File: src/hdl/vop_pkg.sv
// Shared types, opcodes and constants for the VGM OPL command player.
`default_nettype none
package vop_pkg;

  localparam int CMD_QUEUE_DEPTH = 4;
  localparam int RES_QUEUE_DEPTH = 2;

  localparam int CFG_IDX_W  = 2;
  localparam int CFG_DATA_W = 32;

  localparam logic [7:0] OP_OPL2        = 8'h5A;
  localparam logic [7:0] OP_OPL         = 8'h5B;
  localparam logic [7:0] OP_OPL1        = 8'h5C;
  localparam logic [7:0] OP_OPL3_P0     = 8'h5E;
  localparam logic [7:0] OP_OPL3_P1     = 8'h5F;
  localparam logic [7:0] OP_OPL2_SECOND = 8'hAA;
  localparam logic [7:0] OP_OPL4        = 8'hD0;
  localparam logic [7:0] OP_WAIT        = 8'h61;
  localparam logic [7:0] OP_WAIT_735    = 8'h62;
  localparam logic [7:0] OP_WAIT_882    = 8'h63;
  localparam logic [7:0] OP_END         = 8'h66;
  localparam logic [3:0] OP_WAIT_N_HI   = 4'h7;

  localparam logic [15:0] WAIT_735_SAMPLES = 16'd735;
  localparam logic [15:0] WAIT_882_SAMPLES = 16'd882;
  localparam logic [15:0] STEP_RESET       = 16'd735;

  localparam logic [7:0] TIMER_REG_LO = 8'h02;
  localparam logic [7:0] TIMER_REG_MID = 8'h03;
  localparam logic [7:0] TIMER_REG_HI = 8'h04;
  localparam logic [7:0] REWIND_REG    = 8'h05;
  localparam logic [7:0] REWIND_VALUE  = 8'h00;

  typedef enum logic [CFG_IDX_W-1:0] {
    CFG_STEP   = 2'd0,
    CFG_LENGTH = 2'd1,
    CFG_LOOP   = 2'd2
  } cfg_reg_t;

  typedef enum logic [1:0] {
    CMD_TICK   = 2'd0,
    CMD_BYTE   = 2'd1,
    CMD_REWIND = 2'd2,
    CMD_NOP    = 2'd3
  } cmd_kind_t;

  typedef enum logic [3:0] {
    OPC_WRITE_P0  = 4'd0,
    OPC_WRITE_P1  = 4'd1,
    OPC_WRITE_SEL = 4'd2,
    OPC_WAIT16    = 4'd3,
    OPC_WAIT_735  = 4'd4,
    OPC_WAIT_882  = 4'd5,
    OPC_END       = 4'd6,
    OPC_WAIT_N    = 4'd7,
    OPC_OTHER     = 4'd8
  } opc_t;

  typedef enum logic [1:0] {
    PH_OPCODE = 2'd0,
    PH_ARG1   = 2'd1,
    PH_ARG2   = 2'd2,
    PH_ARG3   = 2'd3
  } phase_t;

  typedef struct packed {
    cmd_kind_t  kind;
    opc_t       opc;
    logic [7:0] data;
  } item_t;

  typedef struct packed {
    logic        write_valid;
    logic        chip_port;
    logic [7:0]  reg_addr;
    logic [7:0]  reg_value;
    logic        want_bytes;
    logic        seek_valid;
    logic [31:0] seek_offset;
    logic        finished;
    logic [15:0] delay_left;
  } result_t;

endpackage
`default_nettype wire

File: src/hdl/vop_fifo.sv
// Small register queue for words between the parser stages.
`default_nettype none
module vop_fifo #(
  parameter int WIDTH = 8,
  parameter int DEPTH = 2
) (
  input  wire logic             clk,
  input  wire logic             rst_n,
  input  wire logic             push,
  output logic                  full,
  input  wire logic [WIDTH-1:0] wdata,
  input  wire logic             pop,
  output logic                  empty,
  output logic      [WIDTH-1:0] rdata
);

  localparam int PW = (DEPTH > 1) ? $clog2(DEPTH) : 1;
  localparam int CW = $clog2(DEPTH + 1);

  logic [WIDTH-1:0] mem_r [DEPTH];
  logic [PW-1:0]    wr_ptr_r, wr_ptr_nxt;
  logic [PW-1:0]    rd_ptr_r, rd_ptr_nxt;
  logic [CW-1:0]    count_r, count_nxt;
  logic             do_push, do_pop;

  assign full    = (count_r == CW'(DEPTH));
  assign empty   = (count_r == '0);
  assign do_push = push && !full;
  assign do_pop  = pop && !empty;
  assign rdata   = mem_r[rd_ptr_r];

  always_comb begin
    wr_ptr_nxt = wr_ptr_r;
    rd_ptr_nxt = rd_ptr_r;
    count_nxt  = count_r;
    if (do_push) begin
      wr_ptr_nxt = (wr_ptr_r == PW'(DEPTH - 1)) ? '0 : wr_ptr_r + PW'(1);
    end
    if (do_pop) begin
      rd_ptr_nxt = (rd_ptr_r == PW'(DEPTH - 1)) ? '0 : rd_ptr_r + PW'(1);
    end
    if (do_push && !do_pop) begin
      count_nxt = count_r + CW'(1);
    end else if (do_pop && !do_push) begin
      count_nxt = count_r - CW'(1);
    end
  end

  always_ff @(posedge clk) begin
    if (!rst_n) begin
      wr_ptr_r <= '0;
      rd_ptr_r <= '0;
      count_r  <= '0;
    end else begin
      wr_ptr_r <= wr_ptr_nxt;
      rd_ptr_r <= rd_ptr_nxt;
      count_r  <= count_nxt;
    end
  end

  always_ff @(posedge clk) begin
    if (do_push) begin
      mem_r[wr_ptr_r] <= wdata;
    end
  end

endmodule
`default_nettype wire

File: src/hdl/vop_front.sv
// Front end: classifies incoming commands and stream bytes by opcode group.
`default_nettype none
module vop_front import vop_pkg::*; (
  input  wire logic [1:0] in_command,
  input  wire logic [7:0] in_stream_byte,
  output item_t           item
);

  opc_t opc;

  always_comb begin
    case (in_stream_byte)
      OP_OPL2, OP_OPL, OP_OPL1, OP_OPL3_P0: opc = OPC_WRITE_P0;
      OP_OPL3_P1, OP_OPL2_SECOND:           opc = OPC_WRITE_P1;
      OP_OPL4:                              opc = OPC_WRITE_SEL;
      OP_WAIT:                              opc = OPC_WAIT16;
      OP_WAIT_735:                          opc = OPC_WAIT_735;
      OP_WAIT_882:                          opc = OPC_WAIT_882;
      OP_END:                               opc = OPC_END;
      default: begin
        opc = (in_stream_byte[7:4] == OP_WAIT_N_HI) ? OPC_WAIT_N : OPC_OTHER;
      end
    endcase
  end

  assign item.kind = cmd_kind_t'(in_command);
  assign item.opc  = opc;
  assign item.data = in_stream_byte;

endmodule
`default_nettype wire

File: src/hdl/vop_back.sv
// Back end: parser state, delay counter, stream position and result build.
`default_nettype none
module vop_back import vop_pkg::*; (
  input  wire logic                  clk,
  input  wire logic                  rst_n,
  input  wire logic                  cfg_write_en,
  input  wire logic [CFG_IDX_W-1:0]  cfg_index,
  input  wire logic [CFG_DATA_W-1:0] cfg_data,
  input  wire item_t                 item,
  input  wire logic                  item_valid,
  output logic                       item_take,
  output result_t                    res,
  output logic                       res_push,
  input  wire logic                  res_full
);

  logic [15:0] step_r;
  logic [31:0] len_r;
  logic [31:0] loop_r;

  phase_t      phase_r, phase_nxt;
  opc_t        cur_r, cur_nxt;
  logic        port_nz_r, port_nz_nxt;
  logic [7:0]  reg_r, reg_nxt;
  logic [7:0]  low_r, low_nxt;
  logic [15:0] delay_r, delay_nxt;
  logic [31:0] pos_r, pos_nxt, pos_step;

  logic        fire;
  logic        done;
  logic        seek;
  logic        below;
  logic        wr_req;
  logic        wr_ok;
  logic        wr_port;
  logic [7:0]  wr_addr;
  logic [7:0]  wr_val;

  assign fire      = item_valid && !res_full;
  assign item_take = fire;
  assign res_push  = fire;

  always_comb begin
    phase_nxt = phase_r;
    case (item.kind)
      CMD_BYTE: begin
        case (phase_r)
          PH_OPCODE: begin
            if (item.opc == OPC_WRITE_P0 || item.opc == OPC_WRITE_P1 ||
                item.opc == OPC_WRITE_SEL || item.opc == OPC_WAIT16) begin
              phase_nxt = PH_ARG1;
            end
          end
          PH_ARG1: phase_nxt = PH_ARG2;
          PH_ARG2: phase_nxt = (cur_r == OPC_WRITE_SEL) ? PH_ARG3 : PH_OPCODE;
          default: phase_nxt = PH_OPCODE;
        endcase
      end
      CMD_REWIND: phase_nxt = PH_OPCODE;
      default:    phase_nxt = phase_r;
    endcase
  end

  always_comb begin
    delay_nxt   = delay_r;
    pos_step    = pos_r;
    cur_nxt     = cur_r;
    port_nz_nxt = port_nz_r;
    reg_nxt     = reg_r;
    low_nxt     = low_r;
    wr_req      = 1'b0;
    wr_port     = 1'b0;
    wr_addr     = 8'h00;
    wr_val      = 8'h00;
    done        = 1'b0;
    case (item.kind)
      CMD_TICK: begin
        if (delay_r >= step_r) begin
          delay_nxt = delay_r - step_r;
        end
      end
      CMD_BYTE: begin
        pos_step = pos_r + 32'd1;
        case (phase_r)
          PH_OPCODE: begin
            case (item.opc)
              OPC_WRITE_P0, OPC_WRITE_P1, OPC_WRITE_SEL, OPC_WAIT16: begin
                cur_nxt = item.opc;
              end
              OPC_WAIT_735: begin
                delay_nxt = WAIT_735_SAMPLES;
                done      = 1'b1;
              end
              OPC_WAIT_882: begin
                delay_nxt = WAIT_882_SAMPLES;
                done      = 1'b1;
              end
              OPC_END: begin
                pos_step = len_r;
                done     = 1'b1;
              end
              OPC_WAIT_N: begin
                delay_nxt = 16'(item.data[3:0]) + 16'd1;
                done      = 1'b1;
              end
              default: done = 1'b1;
            endcase
          end
          PH_ARG1: begin
            if (cur_r == OPC_WAIT16) begin
              low_nxt = item.data;
            end else if (cur_r == OPC_WRITE_SEL) begin
              port_nz_nxt = (item.data != 8'h00);
            end else begin
              reg_nxt = item.data;
            end
          end
          PH_ARG2: begin
            if (cur_r == OPC_WAIT16) begin
              delay_nxt = {item.data, low_r};
              done      = 1'b1;
            end else if (cur_r == OPC_WRITE_SEL) begin
              reg_nxt = item.data;
            end else begin
              wr_req  = 1'b1;
              wr_port = (cur_r == OPC_WRITE_P1);
              wr_addr = reg_r;
              wr_val  = item.data;
              done    = 1'b1;
            end
          end
          default: begin
            wr_req  = 1'b1;
            wr_port = port_nz_r;
            wr_addr = reg_r;
            wr_val  = item.data;
            done    = 1'b1;
          end
        endcase
      end
      CMD_REWIND: begin
        wr_req    = 1'b1;
        wr_port   = 1'b1;
        wr_addr   = REWIND_REG;
        wr_val    = REWIND_VALUE;
        delay_nxt = 16'd0;
        pos_step  = 32'd0;
      end
      default: begin
      end
    endcase

    seek    = done && (pos_step >= len_r) && (loop_r != 32'd0);
    pos_nxt = seek ? loop_r : pos_step;
    wr_ok   = wr_req && !(wr_addr == TIMER_REG_LO || wr_addr == TIMER_REG_MID ||
                          wr_addr == TIMER_REG_HI);
    below   = delay_nxt < step_r;

    res.write_valid = wr_ok;
    res.chip_port   = wr_ok ? wr_port : 1'b0;
    res.reg_addr    = wr_ok ? wr_addr : 8'h00;
    res.reg_value   = wr_ok ? wr_val : 8'h00;
    res.want_bytes  = below && (pos_nxt < len_r);
    res.seek_valid  = seek;
    res.seek_offset = seek ? loop_r : 32'd0;
    res.finished    = below && (pos_nxt >= len_r);
    res.delay_left  = delay_nxt;
  end

  always_ff @(posedge clk) begin
    if (!rst_n) begin
      step_r <= STEP_RESET;
      len_r  <= 32'd0;
      loop_r <= 32'd0;
    end else if (cfg_write_en) begin
      case (cfg_reg_t'(cfg_index))
        CFG_STEP:   step_r <= cfg_data[15:0];
        CFG_LENGTH: len_r  <= cfg_data;
        CFG_LOOP:   loop_r <= cfg_data;
        default: begin
        end
      endcase
    end
  end

  always_ff @(posedge clk) begin
    if (!rst_n) begin
      phase_r   <= PH_OPCODE;
      cur_r     <= OPC_WRITE_P0;
      port_nz_r <= 1'b0;
      reg_r     <= 8'h00;
      low_r     <= 8'h00;
      delay_r   <= 16'd0;
      pos_r     <= 32'd0;
    end else if (fire) begin
      phase_r   <= phase_nxt;
      cur_r     <= cur_nxt;
      port_nz_r <= port_nz_nxt;
      reg_r     <= reg_nxt;
      low_r     <= low_nxt;
      delay_r   <= delay_nxt;
      pos_r     <= pos_nxt;
    end
  end

endmodule
`default_nettype wire

File: src/hdl/vgm_opl_command_player.sv
// Top level of the VGM OPL command player: front end, queues and back end.
//
//  channel  direction  handshake            payload
//  in_      input      in_push / in_full     in_command, in_stream_byte
//  out_     output     out_pop / out_empty   write, wait and seek status word
//  cfg_     input      cfg_write_en          cfg_index, cfg_data
//
// One word in and one word out per cycle while neither queue stalls; the back
// end executes one queued word per cycle, set by the single parser state
// update, while the result queue has room. A pushed word is registered in
// the command queue, then the result queue. Reset (rst_n low, synchronous)
// empties both queues and restores registers. A full result queue stalls
// the back end; the command queue then fills and raises in_full.
`default_nettype none
module vgm_opl_command_player import vop_pkg::*; #(
  parameter int CMD_DEPTH = CMD_QUEUE_DEPTH,
  parameter int RES_DEPTH = RES_QUEUE_DEPTH
) (
  input  wire logic                  clk,
  input  wire logic                  rst_n,
  input  wire logic                  in_push,
  output logic                       in_full,
  input  wire logic [1:0]            in_command,
  input  wire logic [7:0]            in_stream_byte,
  output logic                       out_empty,
  input  wire logic                  out_pop,
  output logic                       out_write_valid,
  output logic                       out_chip_port,
  output logic [7:0]                 out_reg_addr,
  output logic [7:0]                 out_reg_value,
  output logic                       out_want_bytes,
  output logic                       out_seek_valid,
  output logic [31:0]                out_seek_offset,
  output logic                       out_finished,
  output logic [15:0]                out_delay_left,
  input  wire logic                  cfg_write_en,
  input  wire logic [CFG_IDX_W-1:0]  cfg_index,
  input  wire logic [CFG_DATA_W-1:0] cfg_data
);

  localparam int ITEM_W = $bits(item_t);
  localparam int RES_W  = $bits(result_t);

  item_t   front_item;
  item_t   queued_item;
  logic    cmd_empty;
  logic    item_take;
  result_t back_res;
  result_t out_res;
  logic    res_push;
  logic    res_full;

  vop_front u_front (
    .in_command     (in_command),
    .in_stream_byte (in_stream_byte),
    .item           (front_item)
  );

  vop_fifo #(
    .WIDTH (ITEM_W),
    .DEPTH (CMD_DEPTH)
  ) u_cmd_q (
    .clk   (clk),
    .rst_n (rst_n),
    .push  (in_push),
    .full  (in_full),
    .wdata (front_item),
    .pop   (item_take),
    .empty (cmd_empty),
    .rdata (queued_item)
  );

  vop_back u_back (
    .clk          (clk),
    .rst_n        (rst_n),
    .cfg_write_en (cfg_write_en),
    .cfg_index    (cfg_index),
    .cfg_data     (cfg_data),
    .item         (queued_item),
    .item_valid   (!cmd_empty),
    .item_take    (item_take),
    .res          (back_res),
    .res_push     (res_push),
    .res_full     (res_full)
  );

  vop_fifo #(
    .WIDTH (RES_W),
    .DEPTH (RES_DEPTH)
  ) u_res_q (
    .clk   (clk),
    .rst_n (rst_n),
    .push  (res_push),
    .full  (res_full),
    .wdata (back_res),
    .pop   (out_pop),
    .empty (out_empty),
    .rdata (out_res)
  );

  assign out_write_valid = out_res.write_valid;
  assign out_chip_port   = out_res.chip_port;
  assign out_reg_addr    = out_res.reg_addr;
  assign out_reg_value   = out_res.reg_value;
  assign out_want_bytes  = out_res.want_bytes;
  assign out_seek_valid  = out_res.seek_valid;
  assign out_seek_offset = out_res.seek_offset;
  assign out_finished    = out_res.finished;
  assign out_delay_left  = out_res.delay_left;

endmodule
`default_nettype wire

File: config.mk
export PLATFORM = sky130hd
export DESIGN_NAME = vgm_opl_command_player
export DESIGN_NICKNAME = d
export VERILOG_FILES = /design/src/hdl/vop_pkg.sv /design/src/hdl/vop_fifo.sv /design/src/hdl/vop_front.sv /design/src/hdl/vop_back.sv /design/src/hdl/vgm_opl_command_player.sv
export SDC_FILE = /design/constraint.sdc
export NUM_CORES = 1
export LEC_CHECK = 0
export BUFFER_PORTS_ARGS = -buffer_cell sky130_fd_sc_hd__buf_2
export CORE_UTILIZATION = 65
export CTS_CLUSTER_SIZE = 28
export DETAILED_ROUTE_END_ITERATION = 6
export PLACE_DENSITY = 0.86
export SYNTH_ARGS = -nofsm -noshare
export SYNTH_HDL_FRONTEND = slang
export SYNTH_HIERARCHICAL = 1
export SYNTH_SLANG_ARGS = --single-unit
File: constraint.sdc
create_clock -name clk -period 11 [get_ports clk]
set_clock_uncertainty 0.2 [all_clocks]
set_input_delay 2.2 -clock clk [delete_from_list [all_inputs] [get_ports clk]]
set_output_delay 2.2 -clock clk [all_outputs]
set_load 0.01 [all_outputs]
After elaboration in Yosys (flattened, before gate mapping)
Memories as Yosys holds them, arrays and structs flattened. A register that Yosys moved wholly into a read port is not among the register bits.
Index checks and enable logic that the tools add are counted.
- register bits: 162
- bits in writable memories: 194
- logic and storage cells: 187
- memories kept: 2
- output and inout port bits: 71
- input port bits: 49
- eq/ne operators: 40
- bitwise operators: 1
- $add $sub $neg: 11
- mux-type cells: 60
- reductions and logical operators: 52
- order comparisons: 5
- memories (memory ; depth ; width ; read ports ; clocked after memory_dff ; wr ports ; line ; source):
    u_res_q.mem_r ; 2 ; 69 ; 1 ; 1 ; 1 ; vop_fifo.sv:20 ; logic [WIDTH-1:0] mem_r [DEPTH];
    u_cmd_q.mem_r ; 4 ; 14 ; 1 ; 1 ; 1 ; vop_fifo.sv:20 ;
- operator list (operator ; number):
    2-to-1 mux 32 bit ; 4
    one-hot mux 16 bit (3 select lines) ; 2
    2-to-1 mux 8 bit ; 11
    == test 8 x 7 -> 1 bit, second input constant ; 9
    greater-or-equal comparator 32 bit ; 2
    one-hot mux 32 bit (2 select lines) ; 1
    one-hot mux 8 bit (2 select lines) ; 4
    adder 32 x 1 -> 32 bit, second input constant ; 1
    less-than comparator 32 bit ; 1
    2-to-1 mux 16 bit ; 2
    one-hot mux 16 bit (2 select lines) ; 1
    nonzero test 32 bit ; 1
    one-hot mux 4 bit (7 select lines) ; 1
    == test 4 x 3 -> 1 bit, second input constant ; 5
    == test 4 x 2 -> 1 bit, second input constant ; 4
    == test 8 x 2 -> 1 bit, second input constant ; 2
    == test 8 bit, second input constant ; 2
    greater-or-equal comparator 16 bit ; 1
    less-than comparator 16 bit ; 1
    2-to-1 mux 1 bit ; 16
    2-to-1 mux 2 bit ; 8
    subtractor 16 bit ; 1
    logical AND 1 bit ; 14
    == test 2 bit, second input constant ; 6
    other kinds (34) ; 69

Logic depth before layout (Yosys ltp)
- depth in word-level cells: 11
- depth in mapped cells: 30

By module
The synthesis kept the hierarchy.
- modules (own cells, without submodules) (module ; times used ; area an instance (um^2) ; cells an instance):
    vop_back ; 1 ; 11837.6 ; 1574
    vop_fifo at u_res_q ; 1 ; 5251.3 ; 240
    vop_fifo at u_cmd_q ; 1 ; 2513.7 ; 124
    vop_front ; 1 ; 280.3 ; 37
    vgm_opl_command_player ; 1 ; 3.8 ; 1

Worst setup path after synthesis
No wires, ideal clock.
- path type: flip-flop to flip-flop
- from: reg with a tool-made name
- to: mem u_res_q/mem_r[0][16] (netlist name), data pin
- data arrival time: 5.988 ns
- slack: 4.549 ns
- cell stages (with the launch flop): 27
- library setup time: 0.263 ns
- path buffers: 4
- path through: dfxtp_1 -> buf_6 -> buf_12 -> mux4_2 -> or4b_1 -> o21ai_2 -> buf_2 -> o21ai_0 -> a22oi_1 -> inv_1 -> ha_1 -> a21o_1 -> a211o_1 -> a211oi_1 -> o31ai_1 -> a211o_1 -> nand2_2 -> buf_4 -> mux2_1 -> ha_1 -> a21o_1 -> a21o_1 -> a21oi_1 -> nor3_1 -> a311o_1 -> o21a_1 -> o31a_1
- RTL lines (what ; line):
    end: declaration ; vop_fifo.sv:20

==> impl_metrics.ini <==
[drt]
postRouteAntennaNets = 0
drt_iter0_drc = 2098
drc_errors = 0
drt_first_pass_iters = 5
wl_microns = 54900
post_drt_via_cell_ratio = 6.69
num_vias = 16300
routedWlPerCell_microns = 22.5

[sta]
setup_viol = 0
rsz0062_at_grt = no
worstMarginPinSlew_ns = 1.20
fmax_ghz = 0.117
layout_min_cycle_time_ns = 8.56
setup_ws_ns = 2.44
timing.final.crit_share_pct = 77.8
finalSetupTns_ns = 0
slew_headroom_pct = 19.8
hold_viol = 0
slew_violations = 0
whs_ns = 0.258

[logic_synthesis]
async_flop_share_pct = 0
synthTopCellsByArea = edfxtp_1 29%, dfxtp_1 17%, ha_1 6.9%
ys_warn_count = 6
avgSynthCellArea_sq_um = 10.1
synth_edf_count = 194
syn_area_sq_mm = 0.0199
yosysSeqAreaShare_pct = 45.9
synth_fp_nets = 2136
ys_types = 98
synth_area_leader_cell = edfxtp_1
netlist_instances = 1976
synth_common_cells = 244 x nand2_1, 194 x edfxtp_1, 165 x dfxtp_1
synth_flop_cell = edfxtp_1
synthMostInstantiatedCell = nand2_1
synth_top_area_share_pct = 29.3
ys_ff_latch = 359

[clock_network]
hold_buffers = 0
clkLatencyLatePin_ns = 0.54
clk_pin_slew_worst_paths_ns = 0.07
cts_sinks = 359
clockBufferDepth = 3
cts_setup_buffers = 0
htreeDepth = 2
cts_tree = yes
clockRootBuffer = clkbuf_16
numCtsBuffers = 37
ctsResizeCount = 0

[critical_path]
cp-start-kind = flip-flop
slowest_delay_ns = 0.96
slowest_stage = dfxtp_1
r2r-end = u_res_q/mem_r[0][16]
r2r_cells = 25
required_ns = 11.08
setup.worst_path.end_class = flip-flop
worstSetupPathType = reg2reg
cp_max_fo = 51
critPathArrivalTime_ns = 8.64
r2r_slack_ns = 2.44

[pwr]
seqPwrFrac_pct = 38.5
internal_power_mw = 3.03
power_density_mw_per_mm2 = 222
power.leakage_nw = 8.63
clockPowerShare_pct = 25.9
total_power_mw = 4.82
ir_drop_v = 0.000340
power_switching_mw = 1.79
combPwrFrac_pct = 35.6
power_switching_share_pct = 37.1

[outcome]
status = completed

[placed_design]
place_congestion = 0.961
dp_cells = 2374
io_buffers = 119
pre_cts_ws_ns = 2.63
hpwl_microns = 36800
post_dp_cell_area_sq_mm = 0.0205

[finish]
drive_gt1_share_pct = 16.3
final_util_pct = 72.6
layout.nets = 2183
nFillCells = 2137
multi_input_area_sq_mm = 0.00980
antennaDiodeCount = 0
seq_area_sq_mm = 0.00913
finalNonFillerCells = 2442
final_area_sq_mm = 0.0217
syn2layout_area_growth_pct = 9.12

[min_path]
hold_start = u_back/step_r[8]
hold_path.class = reg2reg
hold_path_depth = 2
holdPathEnd = u_back/step_r[8]

[die]
start_util_pct = 66.6
die_h_microns = 177
core_sq_mm = 0.0299
ios = 120
die_x_microns = 177
die_area_sq_mm = 0.0313
num_rows = 63

[grt]
overflow = 0
grt_usage_pct = 34.8
grt_first_pass_wirelength_microns = 84600
grt_antenna_before_repair = 0
grt_max_degree = 97
grt_pass1_vias = 15600

[flow_run]
maxCapViolations = 0
==> cell usage in the layout, fill, tap and decap left out, types with 38 or more instances in the layout <==
cell type and instances:
a21o_1 38, a21oi_1 127, mux2_2 79, ha_1 109, buf_2 119, nand2_1 244, clkbuf_16 38, nor2_1 88
o211ai_1 44, o21ai_0 75, edfxtp_1 194, dfxtp_1 164, inv_1 84, nand3_1 75, and3_1 85
==> layer usage <==
metal / global-route usage, % / wire [microns] / vias to the layer above
li1: - / - / 7433
met1: 48.3 / 22900 / 7799
met4: 13.8 / 1870 / 0
met2: 54.8 / 24900 / 955
met5: 0 / 0 / -
met3: 5.35 / 5250 / 145
==> worst max-delay path, delay by kind of cell, from the launching register on <==
kind | cells | cell delay, ns
AOI/OAI and AO/OA | 13 | 2.70
DFF | 1 | 0.96
adders and majority gates | 2 | 0.52
muxes | 2 | 1.01
and+or+nand+nor | 6 | 2.01
buffers and inverters | 2 | 0.90
==> worst max path at each step <==
| stage | startpoint | to | slack, ns | cells after the start |
|---|---|---|---|---|
| floorplan | flip-flop | u_res_q/mem_r[0][16] | 4.55 | 26 |
| global placement | flip-flop | u_res_q/mem_r[0][16] | 2.76 | 25 |
| detailed placement | flip-flop | u_res_q/mem_r[1][16] | 2.63 | 25 |
| CTS | flip-flop | u_res_q/mem_r[0][16] | 2.55 | 25 |
| global route | flip-flop | u_res_q/mem_r[0][16] | 1.96 | 25 |
| finish | flip-flop | u_res_q/mem_r[0][16] | 2.44 | 25 |
==> logic make-up (layout without fill, tap and decap cells) <==
logic type	count (synthesis)	count (layout)	synth area share (%)
simple gates	676	676	17.1
compound gates	465	465	16.0
flops	359	359	45.9
buf+inv	218	294	4.93
mux	133	133	8.39
fa+ha+maj	111	111	7.06
xor+xnor	14	14	0.617
==> sequential cells by signal, indices dropped and copies added (netlist names), 3 cells and up, named ones only <==
name,cells
u_res_q/mem_r,138
u_back/reg_r,8
u_back/low_r,8
u_back/delay_r,16
u_back/pos_r,32
u_back/cur_r,4
u_back/loop_r,32
u_back/step_r,16
u_cmd_q/count_r,3
u_back/len_r,32
u_cmd_q/mem_r,56
==> power by group through the flow <==
stage / clock (mW) / sequential, mW / combinational [mW]
detailed placement: 0 / 1.88 / 1.66
finish: 1.25 / 1.85 / 1.71
floorplan: 0 / 1.81 / 1.20
global placement: 0 / 1.86 / 1.62
global route: 1.30 / 1.88 / 1.83
CTS: 1.26 / 1.86 / 1.68
==> area by class of cell <==
| class | instances | area share, % |
|---|---|---|
| clock inverter | 19 | 0.986 |
| clock buffer | 49 | 4.57 |
| sequential | 359 | 42.1 |
| tap | 390 | 2.25 |
| inverter | 87 | 1.50 |
| timing repair buffer | 139 | 3.44 |
| multi-input combinational | 1399 | 45.2 |
(Power assumes the default switching activity.)
